## config.mk

```make
export PLATFORM = sky130hd
export DESIGN_NAME = mrps_ram
export DESIGN_NICKNAME = d
export VERILOG_FILES = /design/src/mrps_ram.sv
export SDC_FILE = /design/constraint.sdc
export NUM_CORES = 1
export LEC_CHECK = 0
export BUFFER_PORTS_ARGS = -buffer_cell sky130_fd_sc_hd__buf_2
export CORE_MARGIN = 2
export CORE_UTILIZATION = 43
export DETAILED_ROUTE_END_ITERATION = 6
export HOLD_SLACK_MARGIN = 0.02
export PLACE_DENSITY_LB_ADDON = 0.1
export SLEW_MARGIN = 10
export SYNTH_ARGS = -nofsm -noshare
export SYNTH_HDL_FRONTEND = slang
export SYNTH_SLANG_ARGS = --single-unit
```

## constraint.sdc

```tcl
create_clock -name i_clk -period 1.95 [get_ports i_clk]
set_input_delay 0.39 -clock i_clk [delete_from_list [all_inputs] [get_ports i_clk]]
set_output_delay 0.39 -clock i_clk [all_outputs]
set_load 0.05 [all_outputs]
```

## src/mrps_ram.sv

```systemverilog
// ----------------------------------------------------------------------------
// mrps_ram
// Generic single-port-write, single-port-read RAM with registered read.
// ----------------------------------------------------------------------------
module mrps_ram #(
    parameter int WIDTH = 8,
    parameter int DEPTH = 16
) (
    input  logic                     i_clk,
    input  logic                     i_we,
    input  logic [$clog2(DEPTH)-1:0] i_waddr,
    input  logic [WIDTH-1:0]         i_wdata,
    input  logic [$clog2(DEPTH)-1:0] i_raddr,
    output logic [WIDTH-1:0]         o_rdata
);

    logic [WIDTH-1:0] r_mem [DEPTH];
    logic [WIDTH-1:0] r_rdata;

    always_ff @(posedge i_clk) begin
        if (i_we) begin
            r_mem[i_waddr] <= i_wdata;
        end
        r_rdata <= r_mem[i_raddr];
    end

    assign o_rdata = r_rdata;

endmodule

```

==> run summary <==
Crit path DAT: 1.05 ns
Comb pwr share: 0.055
Clock-pin slew on the worst setup and hold paths: 0.05 ns
Die ar.: 12900 µm²
Setup-failing EPs final: 0
Max Freq: 697 MHz
Max_slew headroom: 0.712
Antenna violations before repair: 1
Final hold vios: 0
Internal reg-to-reg setup slack: 0.62 ns
Mapped Nets: 247
Met3 WL: 528 µm
Crit-path leading delay family: flip-flops
Clock buffer depth: 2
Min Tclk post-route: 1.44 ns
Bufs and invs on worst path: 1
Min-delay src: i_wdata[6]
Post-route insts no fill: 441
Drt pass-1 iters: 4
Share of layout cells above drive strength 1: 0.316
Worst path slowest cell: dfxtp_1
Final Max Slew Viols: 0
Later-pin clock latency in the skew report: 0.41 ns
GR Overflow Total: 0
Post-CTS Setup Bufs: 0
TritonCTS Buffers: 17
Routed len/inst: 22.9 µm
Die height: 113 µm
Setup_tns: 0 ns
Synthesized area per cell: 22.5 µm²
Max-Cap Viols: 0
Area grow syn2layout: 19.2%
Crit. Startpoint: o_rdata[6]
Switching Fraction: 0.199
CP Launch Type: register
Initial Util: 0.445
Final nets: 302
FF-to-FF End: o_rdata[2]
Synth Register Bits: 136
Total number of vias: 2367
Syn Inst Count: 229
WHS Endpoint: r_mem[14][6]
First-pass GRT wire length: 15600 µm
Input/output buffers: 25
Netlist cell types: 19
Origin of the critical flop-to-flop path: r_mem[9][2]
Cell area after layout: 6130 µm²
Status: finished clean
Met2 WL post-DR: 4770 µm
Gr usage total: 0.174
Total internal power: 5.40 mW
Leakage power: 2.10 nW
Metal-1 WL: 4580 µm
Initial drt markers: 173
# rows: 39
Minimum hold slack: 0.365 ns
RSZ-0062 raised after global routing: no
Crit Path Category: register to primary output
Placed insts: 408
CTS tree: yes
Top Ports: 26
Post-Route WL: 10100 µm
Worst Skew: 0.00788 ns
Clock share of power: 0.457
Critical path's largest stage delay: 0.36 ns
P_sw: 1.34 mW
Vias in the first global route: 2583
GP Congestion: 0.742
Power share of the sequential group: 0.488
PD cells: 1100 nW/µm²
H-tree levels: 4
Ys Warns: 0
Root Buffer: clkbuf_16
Worst hold path class: input port to register
Worst Tran Pin Value: 0.431 ns
Post-CTS resize count: 0
Core area: 11600 µm²
Sequential Area: 4000 µm²
Die X: 113 µm
Post-route ant nets: 0
CP Max Fanout: 1
Hold depth: 1
Register area share after synthesis: 0.778
Post-Synthesis Cell Area: 5150 µm²
Worst vdd ir: 0.000573 V
Clock tree sinks: 136
DR vias/cell: 5.37
Fillcell total: 895
Setup crit end kind: primary output
Period Utilization, post-route: 0.736
Post-CTS Hold Fix Bufs: 0
DP Wirelength: 6660 µm
Worst Path Required: 1.56 ns
Area after DPL: 5550 µm²
Multi-input gate area: 1060 µm²
DRC: 0
Largest net degree at the start of global routing: 33
Reg2Reg Depth: 3
DR top layer: met4
Worst path cell trace: buf_2
worst max-delay path by stage:
stage	to	cells after the start
global placement	o_rdata[2]	5
global route	o_rdata[6]	1
detailed placement	o_rdata[2]	5
floorplan	r_mem[0][0]	2
CTS	o_rdata[6]	1
finish	o_rdata[6]	1
cells in the final DEF, fill, tap and decap left out, drive strengths merged:
master / n
nand2: 9
nor3: 4
and2b: 1
nand2b: 2
clkinv: 6
or3b: 1
edfxtp: 128
a22oi: 16
nand3: 1
diode: 1
clkinvlp: 1
nor2: 13
mux4: 32
bufinv: 2
clkbuf: 23
nand3b: 2
nor2b: 1
and2: 1
buf: 46
dfxtp: 8
through the flow:
step | worst slack [ns] | power [mW] | util
finish | 0.514 | 6.74 | 0.530
floorplan | 0.0671 | 3.58 | -
global route | 0.441 | 6.97 | 0.530
CTS | 0.488 | 6.82 | 0.530
detailed placement | 0.112 | 3.73 | 0.480
global placement | 0.115 | 3.73 | 0.480
registers in the layout (all words and copies together) (netlist names):
register,cells
r_mem,128
o_rdata,8
layer usage:
metal	vias up	track usage
met5	-	0
met4	0	0.0797
met3	17	0.0542
met2	64	0.257
met1	1199	0.240
li1	1087	-
power groups by stage:
stage / sequential, mW / combinational (mW) / clock [mW]
floorplan: 3.41 / 0.166 / 0
global placement: 3.35 / 0.379 / 0
CTS: 3.29 / 0.382 / 3.15
global route: 3.30 / 0.400 / 3.27
finish: 3.29 / 0.373 / 3.08
detailed placement: 3.35 / 0.381 / 0
Yosys cell counts (all sizes together):
cell | number | area (µm²)
edfxtp | 128 | 3840
mux4 | 32 | 773
a22oi | 16 | 120
nor2 | 13 | 48.8
nand2 | 9 | 33.8
dfxtp | 8 | 160
buf | 7 | 56.3
nor3 | 4 | 20.0
clkdlybuf4s25 | 3 | 30.0
nand2b | 2 | 12.5
nand3b | 2 | 15.0
and2 | 1 | 6.26
and2b | 1 | 7.51
nand3 | 1 | 5.00
nor2b | 1 | 6.26
or3b | 1 | 8.76
final cells by class:
type                    instances  share of cell area
repair buffers                 46              0.0502
diodes                          1            0.000408
clock inverters                 9              0.0157
multi-input cells              83               0.172
clock buffers                  23              0.0795
well taps                     143              0.0292
flip-flops and latches        136               0.653
cell families after synthesis:
family                 Yosys count  share of synthesized area
flip-flops                     136                      0.778
AND/OR/NAND/NOR                 35                     0.0318
multiplexers                    32                      0.150
AO/OA/AOI/OAI                   16                     0.0233
buffers and inverters           10                     0.0168
(Power assumes the default switching activity.)
